==> src/ac2b_pkg.sv <==
// Shared types and constants for the AVCC to Annex B converter.
package ac2b_pkg;

    // Input word: one buffer byte and the end-of-buffer mark.
    typedef struct packed {
        logic [7:0] in_byte;
        logic       buffer_last;
    } t_in_word;

    // Output word: one result of the converter.
    typedef struct packed {
        logic [7:0] out_byte;
        logic       byte_valid;
        logic       run_last;
        logic       frame_end;
        logic       malformed;
    } t_out_word;

    // Classified byte handed from the parser to the emitter.
    typedef struct packed {
        logic [7:0] data;
        logic       start;     // start code goes out before data
        logic       has_byte;  // data is a real output byte
        logic       last;      // closes the buffer
        logic       bad;       // buffer ended inside a prefix or payload
    } t_cmd;

    // Configuration register indexes.
    localparam logic [1:0] CFG_LENGTH_SIZE = 2'd0;
    localparam logic [1:0] CFG_PASSTHROUGH = 2'd1;

    localparam int unsigned CFG_IDX_W  = 2;
    localparam int unsigned CFG_DATA_W = 3;

    localparam logic [2:0] LEN_SIZE_MIN   = 3'd1;
    localparam logic [2:0] LEN_SIZE_MAX   = 3'd4;
    localparam logic [2:0] LEN_SIZE_RESET = 3'd4;

    // Entries in the queue between parser and emitter.
    localparam int unsigned QUEUE_DEPTH = 4;

endpackage

==> src/ac2b_front.sv <==
// Parser: tracks prefix and payload state and classifies each input byte.
module ac2b_front #(
    parameter int unsigned NAL_LEN_BITS = 32
) (
    input  logic              i_clk,
    input  logic              i_rst_n,
    input  logic [2:0]        i_length_size,
    input  logic              i_passthrough,
    input  logic              i_in_valid,
    output logic              o_in_stall,
    input  ac2b_pkg::t_in_word i_in_word,
    input  logic              i_full,
    output logic              o_push,
    output ac2b_pkg::t_cmd    o_cmd
);
    import ac2b_pkg::*;

    logic                    r_in_payload, n_in_payload;
    logic [1:0]              r_prefix_count, n_prefix_count;
    logic [NAL_LEN_BITS-1:0] r_nal_rem, n_nal_rem;
    logic                    r_start_pending, n_start_pending;

    logic       accept;
    logic [2:0] size;
    t_cmd       cmd;

    assign accept     = i_in_valid && !i_full;
    assign o_in_stall = i_full;

    // Clamp the prefix size into 1..4.
    always_comb begin
        size = i_length_size;
        if (i_length_size < LEN_SIZE_MIN) begin
            size = LEN_SIZE_MIN;
        end else if (i_length_size > LEN_SIZE_MAX) begin
            size = LEN_SIZE_MAX;
        end
    end

    always_comb begin
        n_in_payload    = r_in_payload;
        n_prefix_count  = r_prefix_count;
        n_nal_rem       = r_nal_rem;
        n_start_pending = r_start_pending;
        cmd.data        = i_in_word.in_byte;
        cmd.start       = 1'b0;
        cmd.has_byte    = 1'b0;
        cmd.last        = i_in_word.buffer_last;
        cmd.bad         = 1'b0;

        if (i_passthrough) begin
            cmd.has_byte = 1'b1;
        end else if (!r_in_payload) begin
            n_nal_rem = (r_nal_rem << 8) | NAL_LEN_BITS'(i_in_word.in_byte);
            if (({1'b0, r_prefix_count} + 3'd1) >= size) begin
                n_prefix_count = 2'd0;
                if (n_nal_rem != '0) begin
                    n_in_payload    = 1'b1;
                    n_start_pending = 1'b1;
                end
            end else begin
                n_prefix_count = r_prefix_count + 2'd1;
            end
        end else begin
            cmd.has_byte    = 1'b1;
            cmd.start       = r_start_pending;
            n_start_pending = 1'b0;
            n_nal_rem       = r_nal_rem - NAL_LEN_BITS'(1);
            if (n_nal_rem == '0) begin
                n_in_payload   = 1'b0;
                n_prefix_count = 2'd0;
            end
        end

        if (i_in_word.buffer_last) begin
            cmd.bad         = !i_passthrough && (n_in_payload || (n_prefix_count != 2'd0));
            n_in_payload    = 1'b0;
            n_prefix_count  = 2'd0;
            n_nal_rem       = '0;
            n_start_pending = 1'b0;
        end
    end

    // Drop bytes that produce no result.
    assign o_push = accept && (cmd.has_byte || cmd.last);
    assign o_cmd  = cmd;

    always_ff @(posedge i_clk) begin
        if (!i_rst_n) begin
            r_in_payload    <= 1'b0;
            r_prefix_count  <= 2'd0;
            r_nal_rem       <= '0;
            r_start_pending <= 1'b0;
        end else if (accept) begin
            r_in_payload    <= n_in_payload;
            r_prefix_count  <= n_prefix_count;
            r_nal_rem       <= n_nal_rem;
            r_start_pending <= n_start_pending;
        end
    end

endmodule

==> src/ac2b_queue.sv <==
// Small register FIFO between parser and emitter.
module ac2b_queue #(
    parameter int unsigned WIDTH = 12,
    parameter int unsigned DEPTH = 4
) (
    input  logic             i_clk,
    input  logic             i_rst_n,
    input  logic             i_push,
    input  logic [WIDTH-1:0] i_data,
    input  logic             i_pop,
    output logic [WIDTH-1:0] o_data,
    output logic             o_full,
    output logic             o_empty
);
    localparam int unsigned PTR_W = (DEPTH > 1) ? $clog2(DEPTH) : 1;
    localparam int unsigned CNT_W = $clog2(DEPTH + 1);

    logic [WIDTH-1:0] r_mem [DEPTH];
    logic [PTR_W-1:0] r_wr_ptr, r_rd_ptr;
    logic [CNT_W-1:0] r_count;

    logic do_push, do_pop;

    assign o_full  = (r_count == CNT_W'(DEPTH));
    assign o_empty = (r_count == '0);
    assign do_push = i_push && !o_full;
    assign do_pop  = i_pop && !o_empty;
    assign o_data  = r_mem[r_rd_ptr];

    function automatic logic [PTR_W-1:0] ptr_inc(input logic [PTR_W-1:0] p);
        ptr_inc = (p == PTR_W'(DEPTH - 1)) ? '0 : p + PTR_W'(1);
    endfunction

    always_ff @(posedge i_clk) begin
        if (do_push) begin
            r_mem[r_wr_ptr] <= i_data;
        end
    end

    always_ff @(posedge i_clk) begin
        if (!i_rst_n) begin
            r_wr_ptr <= '0;
            r_rd_ptr <= '0;
            r_count  <= '0;
        end else begin
            if (do_push) begin
                r_wr_ptr <= ptr_inc(r_wr_ptr);
            end
            if (do_pop) begin
                r_rd_ptr <= ptr_inc(r_rd_ptr);
            end
            if (do_push && !do_pop) begin
                r_count <= r_count + CNT_W'(1);
            end else if (do_pop && !do_push) begin
                r_count <= r_count - CNT_W'(1);
            end
        end
    end

endmodule

==> src/ac2b_back.sv <==
// Emitter: expands classified bytes into start code, payload and status words.
module ac2b_back (
    input  logic                i_clk,
    input  logic                i_rst_n,
    input  ac2b_pkg::t_cmd      i_cmd,
    input  logic                i_empty,
    output logic                o_pop,
    output logic                o_out_valid,
    input  logic                i_out_stall,
    output ac2b_pkg::t_out_word o_out_word
);
    import ac2b_pkg::*;

    localparam logic [1:0] PH_ZERO_B = 2'd0;  // second start-code zero
    localparam logic [1:0] PH_ZERO_C = 2'd1;  // third start-code zero
    localparam logic [1:0] PH_ONE    = 2'd2;  // start-code 01
    localparam logic [1:0] PH_DATA   = 2'd3;  // payload byte

    localparam logic [7:0] SC_ZERO = 8'h00;
    localparam logic [7:0] SC_ONE  = 8'h01;

    logic      r_out_valid, n_out_valid;
    t_out_word r_word, n_word;
    logic      r_busy, n_busy;
    logic [1:0] r_phase, n_phase;
    t_cmd      r_cmd, n_cmd;
    logic      load;

    function automatic t_out_word sc_word(input logic [7:0] b);
        t_out_word w;
        w.out_byte   = b;
        w.byte_valid = 1'b1;
        w.run_last   = 1'b0;
        w.frame_end  = 1'b0;
        w.malformed  = 1'b0;
        sc_word = w;
    endfunction

    // Closing word of one input byte: data or status only.
    function automatic t_out_word final_word(input t_cmd c);
        t_out_word w;
        w.out_byte   = c.has_byte ? c.data : 8'h00;
        w.byte_valid = c.has_byte;
        w.run_last   = 1'b1;
        w.frame_end  = c.last;
        w.malformed  = c.last && c.bad;
        final_word = w;
    endfunction

    assign load = !r_out_valid || !i_out_stall;

    always_comb begin
        n_out_valid = r_out_valid && i_out_stall;
        n_word      = r_word;
        n_busy      = r_busy;
        n_phase     = r_phase;
        n_cmd       = r_cmd;
        o_pop       = 1'b0;

        if (load) begin
            if (r_busy) begin
                n_out_valid = 1'b1;
                unique case (r_phase)
                    PH_ZERO_B: begin
                        n_word  = sc_word(SC_ZERO);
                        n_phase = PH_ZERO_C;
                    end
                    PH_ZERO_C: begin
                        n_word  = sc_word(SC_ZERO);
                        n_phase = PH_ONE;
                    end
                    PH_ONE: begin
                        n_word  = sc_word(SC_ONE);
                        n_phase = PH_DATA;
                    end
                    PH_DATA: begin
                        n_word = final_word(r_cmd);
                        n_busy = 1'b0;
                    end
                    default: begin
                        n_busy = 1'b0;
                    end
                endcase
            end else if (!i_empty) begin
                o_pop       = 1'b1;
                n_out_valid = 1'b1;
                if (i_cmd.start) begin
                    n_word  = sc_word(SC_ZERO);
                    n_busy  = 1'b1;
                    n_phase = PH_ZERO_B;
                    n_cmd   = i_cmd;
                end else begin
                    n_word = final_word(i_cmd);
                end
            end
        end
    end

    always_ff @(posedge i_clk) begin
        r_word  <= n_word;
        r_cmd   <= n_cmd;
        r_phase <= n_phase;
        if (!i_rst_n) begin
            r_out_valid <= 1'b0;
            r_busy      <= 1'b0;
        end else begin
            r_out_valid <= n_out_valid;
            r_busy      <= n_busy;
        end
    end

    assign o_out_valid = r_out_valid;
    assign o_out_word  = r_word;

endmodule

==> src/avcc_to_annexb_nal_converter.sv <==
// Top level of the AVCC length-prefixed to Annex B start-code converter.
//
// Takes a decrypted H.264 buffer one byte per input word and rewrites each
// NAL unit from its big-endian length prefix (length_size bytes, 1 to 4; 0
// acts as 1 and 5..7 as 4) into the start code 00 00 00 01 followed by the
// payload. Zero-length NALs vanish. Each input byte gives zero to five output
// words; run_last marks the last word of an input byte, frame_end the word
// that closes the buffer, and malformed on that word flags a buffer that ended
// inside a prefix or payload (bytes already sent stand). A buffer-end byte that
// yields no data closes with a status-only word (byte_valid low). passthrough
// copies every byte unchanged. Throughput: one input word per cycle while
// o_in_stall is low; the output side is the limit at one word per cycle
// while i_out_stall is low, so each non-empty NAL adds four start-code words,
// and prefix bytes add none unless they close the buffer. A four-entry queue
// between parser and emitter absorbs those bursts and feeds the output
// register. Write the configuration registers only while the block is idle.
module avcc_to_annexb_nal_converter #(
    parameter int unsigned NAL_LEN_BITS = 32
) (
    input  logic                             i_clk,
    input  logic                             i_rst_n,
    // configuration write port
    input  logic                             i_cfg_we,
    input  logic [ac2b_pkg::CFG_IDX_W-1:0]   i_cfg_idx,
    input  logic [ac2b_pkg::CFG_DATA_W-1:0]  i_cfg_data,
    // input byte channel
    input  logic                             i_in_valid,
    output logic                             o_in_stall,
    input  ac2b_pkg::t_in_word               i_in_word,
    // output word channel
    output logic                             o_out_valid,
    input  logic                             i_out_stall,
    output ac2b_pkg::t_out_word              o_out_word
);
    import ac2b_pkg::*;

    logic [2:0] r_length_size;
    logic       r_passthrough;

    t_cmd front_cmd, queue_cmd;
    logic push, pop, full, empty;

    // Configuration registers; unknown indexes are ignored.
    always_ff @(posedge i_clk) begin
        if (!i_rst_n) begin
            r_length_size <= LEN_SIZE_RESET;
            r_passthrough <= 1'b0;
        end else if (i_cfg_we) begin
            unique case (i_cfg_idx)
                CFG_LENGTH_SIZE: r_length_size <= i_cfg_data[2:0];
                CFG_PASSTHROUGH: r_passthrough <= i_cfg_data[0];
                default: ;
            endcase
        end
    end

    // Parse: classify each byte, hold prefix/payload state.
    ac2b_front #(
        .NAL_LEN_BITS (NAL_LEN_BITS)
    ) u_front (
        .i_clk         (i_clk),
        .i_rst_n       (i_rst_n),
        .i_length_size (r_length_size),
        .i_passthrough (r_passthrough),
        .i_in_valid    (i_in_valid),
        .o_in_stall    (o_in_stall),
        .i_in_word     (i_in_word),
        .i_full        (full),
        .o_push        (push),
        .o_cmd         (front_cmd)
    );

    // Decouple parser from emitter.
    ac2b_queue #(
        .WIDTH ($bits(t_cmd)),
        .DEPTH (QUEUE_DEPTH)
    ) u_queue (
        .i_clk   (i_clk),
        .i_rst_n (i_rst_n),
        .i_push  (push),
        .i_data  (front_cmd),
        .i_pop   (pop),
        .o_data  (queue_cmd),
        .o_full  (full),
        .o_empty (empty)
    );

    // Emit: expand start codes and drive the output register.
    ac2b_back u_back (
        .i_clk       (i_clk),
        .i_rst_n     (i_rst_n),
        .i_cmd       (queue_cmd),
        .i_empty     (empty),
        .o_pop       (pop),
        .o_out_valid (o_out_valid),
        .i_out_stall (i_out_stall),
        .o_out_word  (o_out_word)
    );

endmodule

==> config.mk <==
export PLATFORM = sky130hd
export DESIGN_NAME = avcc_to_annexb_nal_converter
export DESIGN_NICKNAME = d
export VERILOG_FILES = /design/src/ac2b_pkg.sv /design/src/ac2b_front.sv /design/src/ac2b_queue.sv /design/src/ac2b_back.sv /design/src/avcc_to_annexb_nal_converter.sv
export SDC_FILE = /design/constraint.sdc
export NUM_CORES = 1
export LEC_CHECK = 0
export BUFFER_PORTS_ARGS = -buffer_cell sky130_fd_sc_hd__buf_2
export CORE_ASPECT_RATIO = 1.1
export CORE_MARGIN = 10
export CORE_UTILIZATION = 55
export DETAILED_ROUTE_END_ITERATION = 8
export HOLD_SLACK_MARGIN = 0.12
export PLACE_DENSITY = 0.84
export SYNTH_ARGS = -nofsm -noshare
export SYNTH_HDL_FRONTEND = slang
export SYNTH_SLANG_ARGS = --single-unit
==> constraint.sdc <==
create_clock -name i_clk -period 2.7 [get_ports i_clk]
set_input_delay 0.27 -clock i_clk [delete_from_list [all_inputs] [get_ports i_clk]]
set_output_delay 0.27 -clock i_clk [all_outputs]
set_load 0.01 [all_outputs]
==> Word-level counts from Yosys, hierarchy flattened <==
Memories as Yosys holds them, arrays and structs flattened. A register that Yosys moved wholly into a read port is not among the register bits.
Cells that the tools add are included.
{ "op_classes": {"add_sub_neg": 7, "n_lt_le_gt_ge": 3, "eq_ne": 10, "mux": 53, "n_bitwise": 3, "reduce_logical": 38} }
{ "ops": {"columns": ["op", "n"], "rows": [
  ["2-to-1 mux 32 bit", 3],
  ["2-to-1 mux 12 bit", 3],
  ["case mux 12 bit (3 select lines)", 1],
  ["zero test 32 bit", 1],
  ["OR 32 x 8 -> 32 bit", 1],
  ["nonzero test 32 bit", 1],
  ["subtractor 32 x 1 -> 32 bit, second input constant", 1],
  ["2-to-1 mux 1 bit", 26],
  ["2-to-1 mux 2 bit", 13],
  ["2-to-1 mux 8 bit", 2],
  ["2-to-1 mux 3 bit", 4],
  ["AND reduction 4 bit", 3],
  ["logical AND 1 bit", 10],
  ["equality test 2 bit, second input constant", 4],
  ["AND reduction 2 bit", 4],
  ["zero test 1 bit", 7],
  ["adder 2 x 1 -> 2 bit, second input constant", 3],
  ["case mux 2 bit (3 select lines)", 1],
  ["nonzero test 2 bit", 3],
  ["nonzero test 3 bit", 2],
  ["equality test 2 x 1 -> 1 bit, second input constant", 2],
  ["zero test 2 bit", 2],
  ["inequality test 2 bit, second input constant", 2],
  ["inequality test 4 bit, second input constant", 1],
  ["11 further kinds", 14]
]} }
{ "totals": {"reg_bits": 74, "mem_bits_rw": 48, "word_cells": 136, "mem_count": 1} }
{ "mem_list": {"columns": ["memory", "depth", "word_bits", "rd", "rd_clocked_by_memory_dff", "wr", "line", "text"], "rows": [
  ["u_queue.r_mem", 4, 12, 1, 1, 1, "ac2b_queue.sv:18", "logic [WIDTH-1:0] r_mem [DEPTH];"]
]} }

==> Longest topological paths before layout <==
{ "logic_depth": {"word_depth": 11, "mapped_depth": 11} }

==> Modules after synthesis <==
Synthesis repeated with hierarchy kept, for this count alone.
{ "hier_totals": {"cells_unflattened": 596, "hier_area_um2": 6443.7} }
{ "by_module_without_submodules": {"columns": ["mod", "instances", "cells_per_inst", "area_each_um2"], "rows": [
  ["ac2b_front", 1, 386, 2885.3],
  ["ac2b_queue", 1, 113, 2237.1],
  ["ac2b_back", 1, 80, 1143.6],
  ["avcc_to_annexb_nal_converter", 1, 17, 177.7]
]} }

==> Worst setup path after synthesis <==
No wires, ideal clock.
{ "synth_path": {"kind": "register to register", "from": "register u_front.r_nal_rem[0]", "to": "memory u_queue.r_mem[0][0] (data pin)", "setup_ps": 284, "arrival_ps": 2368, "setup_slack_ps": 47, "stages_incl_launch_ff": 12, "synth_period_minus_slack_ps": 2653, "path_cell_list": "dfxtp_1 > inv_1 > ha_1 > clkbuf_1 > nor2b_1 > and4_1 > clkbuf_1 > a31o_2 > a2111oi_0 > nand4_1 > nand2_1 > a311oi_1"} }
{ "synth_lines": {"columns": ["element", "line", "text"], "rows": [
  ["start, declared", "ac2b_front.sv:20", "logic [NAL_LEN_BITS-1:0] r_nal_rem, n_nal_rem;"],
  ["start signal, assigned", "ac2b_front.sv:97", "r_nal_rem <= n_nal_rem;"],
  ["end, declared", "ac2b_queue.sv:18", null]
]} }

==> run_summary.xml <==
<?xml version="1.0" encoding="UTF-8"?>
<metrics>
  <group name="logic_synthesis">
    <metric name="count_of_flip_flops_with_a_built_in_enable_after_synthesis" unit="">73</metric>
    <metric name="syn_inst" unit="">579</metric>
    <metric name="netlist.area_leader.share" unit="%">35.9</metric>
    <metric name="syn_area_per_cell" unit="µm²">10.6</metric>
    <metric name="yosys.cell_types.count" unit="">67</metric>
    <metric name="syn_area" unit="mm²">0.00611</metric>
    <metric name="netlist_top_cells_count" unit="">edfxtp_1 (73), nor2_1 (65), dfxtp_1 (51)</metric>
    <metric name="synth-main-ff-cell" unit="">edfxtp_1</metric>
    <metric name="synth_top_cell_by_area" unit="">edfxtp_1</metric>
    <metric name="yosys-top-cells-area" unit="">edfxtp_1 (36%), dfxtp_1 (17%), mux4_2 (4.4%), nor2_1 (4.0%), a21oi_1 (3.9%)</metric>
    <metric name="yosysSeqAreaShare" unit="%">52.6</metric>
    <metric name="synthArstFlopShare" unit="%">0</metric>
    <metric name="synth.ff_latch_count" unit="">124</metric>
    <metric name="synth_fp_nets" unit="">615</metric>
    <metric name="ys_warnings" unit="">0</metric>
    <metric name="synthMostInstantiatedCell" unit="">edfxtp_1</metric>
  </group>
  <group name="setup_path">
    <metric name="crit_buf_inv" unit="">3</metric>
    <metric name="critical_path.endpoint_type" unit="">register</metric>
    <metric name="crit_required" unit="ps">2840</metric>
    <metric name="gate_family_responsible_for_the_most_delay_along_the_worst_path" unit="">simple AND/OR/NAND/NOR gates</metric>
    <metric name="worstReg2RegEnd" unit="">u_queue.r_mem[1][0]</metric>
    <metric name="worst-setup-path-type" unit="">reg2reg</metric>
    <metric name="worstPathArrival" unit="ps">2690</metric>
    <metric name="crit_path_top_delay_cell" unit="">a2111oi_1</metric>
    <metric name="critPathLaunchType" unit="">register</metric>
    <metric name="crit_top_cell" unit="">buf_4</metric>
    <metric name="highest_net_fanout_along_the_worst_path" unit="">12</metric>
    <metric name="worstPathCellList" unit="">nor4_2 &gt; buf_4 &gt; and4_1 &gt; buf_4 &gt; nand4_1 &gt; a2111oi_1 &gt; nand4_1 &gt; buf_4 &gt; nand2_2 &gt; a311oi_2</metric>
    <metric name="critical_path.max_stage_delay" unit="ps">370</metric>
    <metric name="r2r_setup_slack" unit="ps">150</metric>
    <metric name="critical_path.reg2reg.startpoint" unit="">u_front.r_nal_rem[2]</metric>
    <metric name="worst_r2r_path_depth" unit="">10</metric>
  </group>
  <group name="detailed_routing">
    <metric name="total_vias_in_the_final_route" unit="">5056</metric>
    <metric name="drt_iter0_drc" unit="">482</metric>
    <metric name="routed_wire_length_per_instance" unit="µm">20.0</metric>
    <metric name="vias_per_cell" unit="">6.29</metric>
    <metric name="number_of_design_rule_violations_left_after_detail_routing" unit="">0</metric>
    <metric name="antenna_left" unit="">0</metric>
    <metric name="detail_route.first_pass.iterations" unit="">5</metric>
    <metric name="routed_wl" unit="µm">16000</metric>
  </group>
  <group name="power_and_ir_drop">
    <metric name="total_leakage_power" unit="nW">2.69</metric>
    <metric name="power.ir.vdd_worst" unit="µV">529</metric>
    <metric name="power_density" unit="mW/mm²">887</metric>
  </group>
  <group name="worst_hold_path">
    <metric name="min_delay_path_depth" unit="">1</metric>
    <metric name="min_delay_worst_endpoint" unit="">u_queue.r_mem[1][8]</metric>
    <metric name="hold_path.startpoint" unit="">i_in_word[5]</metric>
    <metric name="min_path_type" unit="">in2reg</metric>
  </group>
  <group name="floorplan">
    <metric name="dieWidth" unit="µm">121</metric>
    <metric name="die-area" unit="mm²">0.0157</metric>
    <metric name="fp.coreArea" unit="mm²">0.0109</metric>
    <metric name="row_count" unit="">40</metric>
    <metric name="chipHeight" unit="µm">131</metric>
    <metric name="floorplan.initialDensity" unit="%">56.0</metric>
    <metric name="number_of_top_level_pins" unit="">33</metric>
  </group>
  <group name="timing">
    <metric name="tightest_slew" unit="ps">747</metric>
    <metric name="count_of_final_hold_check_violations" unit="">0</metric>
    <metric name="final_min_period_over_clock_period" unit="%">94.5</metric>
    <metric name="grt_setup_unrepaired" unit="">no</metric>
    <metric name="finalMaxSlewViolations" unit="">0</metric>
    <metric name="fmax" unit="MHz">392</metric>
    <metric name="finalCriticalPeriod" unit="ps">2550</metric>
    <metric name="fin_setup_tns" unit="ps">0</metric>
    <metric name="hold-worst-slack" unit="ps">127</metric>
    <metric name="max_slew_margin" unit="%">48.9</metric>
    <metric name="clock-skew-final" unit="ps">5.99</metric>
    <metric name="finalSetupViolations" unit="">0</metric>
  </group>
  <group name="clocking">
    <metric name="clk-insertion-delay-late" unit="ps">420</metric>
    <metric name="tritoncts.num_buffers" unit="">17</metric>
    <metric name="path_clk_slew" unit="ps">60</metric>
    <metric name="clock_tree.buffer_depth" unit="">2</metric>
    <metric name="ctsHtreeMaxLevel" unit="">4</metric>
    <metric name="cts.sinks" unit="">124</metric>
    <metric name="clock_tree_root" unit="">clkbuf_16</metric>
    <metric name="tritoncts_clock_tree" unit="">built</metric>
  </group>
  <group name="place">
    <metric name="postPlaceCellArea" unit="mm²">0.00663</metric>
    <metric name="place.gp.congestion" unit="">0.975</metric>
    <metric name="place_hpwl" unit="µm">10600</metric>
    <metric name="io_buffer_count" unit="">32</metric>
  </group>
  <group name="global_routing">
    <metric name="grt.met3_usage" unit="%">5.11</metric>
    <metric name="grt.busiest_layer" unit="">met2</metric>
    <metric name="grt_util_all_layers" unit="%">20.7</metric>
    <metric name="met1_grt_util" unit="%">24.2</metric>
    <metric name="grt_antenna_before_repair" unit="">0</metric>
    <metric name="overflow" unit="">0</metric>
    <metric name="grt_max_degree" unit="">58</metric>
    <metric name="global_route_wire_length_before_repair" unit="µm">25600</metric>
    <metric name="via_count_of_the_first_global_routing_pass" unit="">5029</metric>
    <metric name="groute.layer.met2.usage" unit="%">33.5</metric>
  </group>
  <group name="run">
    <metric name="max_cap_violations" unit="">0</metric>
  </group>
  <group name="cells_and_area">
    <metric name="layout-drive-gt1-share" unit="%">22.2</metric>
    <metric name="layout-area-overhead-vs-synth" unit="%">19.3</metric>
    <metric name="final_design_area_no_fill" unit="mm²">0.00729</metric>
    <metric name="filler_cell_count" unit="">848</metric>
    <metric name="antenna-diode-count" unit="">0</metric>
    <metric name="design.final.nets" unit="">680</metric>
  </group>
  <group name="outcome">
    <metric name="status" unit="">completed</metric>
  </group>
</metrics>
power breakdown:
group	total, mW	switching, mW	internal, mW
logic	1.76	1.04	0.717
clock network	2.19	0.900	1.29
registers	2.53	0.140	2.39
cells by family after synthesis:
group                    synth area share, %
AO/OA/AOI/OAI                           14.2
XOR/XNOR                                1.00
adder cells (fa/ha/maj)                 3.60
buffers and inverters                   3.60
flip-flops                              52.6
multiplexers                            7.00
AND/OR/NAND/NOR                         18.0
metrics by stage:
step	util (%)	worst slack [ps]	total power, mW	instances
after floorplan	-	47.1	3.66	579
after global placement	60.7	70.6	4.17	766
after detailed placement	60.7	-1.21	4.26	766
after CTS	66.4	9.66	6.46	803
after global routing	66.8	18.5	6.76	804
final	66.8	148	6.47	804
sequential cells by signal, summed over array words and instances (netlist names), named ones only:
register                 flops
u_queue.r_mem               48
u_front.r_nal_rem           32
u_back.o_out_word           12
u_back.r_cmd                11
r_length_size                3
u_queue.r_count              3
u_back.r_phase               2
u_front.r_prefix_count       2
u_queue.r_rd_ptr             2
u_queue.r_wr_ptr             2
r_passthrough                1
u_back.o_out_valid           1
u_back.r_busy                1
u_front.r_in_payload         1
u_front.r_start_pending      1
metal layers:
metal	share of wire, %	vias to the layer above
met5	0	-
met4	5.7	0
met3	9.3	78
met2	47	298
met1	38	2387
li1	-	2293
worst max path at each step:
stage / startpoint / to / depth (start not counted)
finish: u_front.r_nal_rem[2] / u_queue.r_mem[1][0] / 10
global route: u_front.r_nal_rem[1] / u_queue.r_mem[0][0] / 10
CTS: u_front.r_nal_rem[0] / u_queue.r_mem[1][0] / 8
detailed placement: u_front.r_nal_rem[0] / u_queue.r_mem[1][0] / 9
global placement: u_front.r_nal_rem[0] / u_queue.r_mem[0][0] / 9
floorplan: u_front.r_nal_rem[0] / u_queue.r_mem[0][0] / 11
area by class of cell:
class                           count  area (µm²)  share of cell area (%)
Multi-Input combinational cell    399        2720                    37.3
Clock inverter                     14         135                    1.85
Tap cell                          147         184                    2.52
Inverter                           24        90.1                    1.24
Clock buffer                       18         429                    5.89
Sequential cell                   124        3220                    44.1
Timing Repair Buffer               78         518                    7.11
timing repair:
item,CTS,global route
hold buffers,5,0
setup buffers,0,1
setup endpoints to repair,3,7
pin swaps,1,1
gates resized for setup,0,10
endpoints found under the hold margin,8,0
placed cells by master, fill, tap and decap left out, drive strengths merged, types with 8 or more instances in the layout:
master  Yosys  routed
a21oi      49      49
a22o        8       8
and2        9       9
buf         7      73
clkbuf     25      18
dfxtp      51      51
edfxtp     73      73
ha         16      16
inv        23      29
mux2i       9       9
mux4       12      12
nand2      34      34
nand3      14      14
nand4       8       8
nor2       66      66
nor2b      10      10
nor3       21      21
nor3b       8       8
nor4       10      10
o21ai      41      41
No activity file was read; power rests on OpenSTA's default activity.
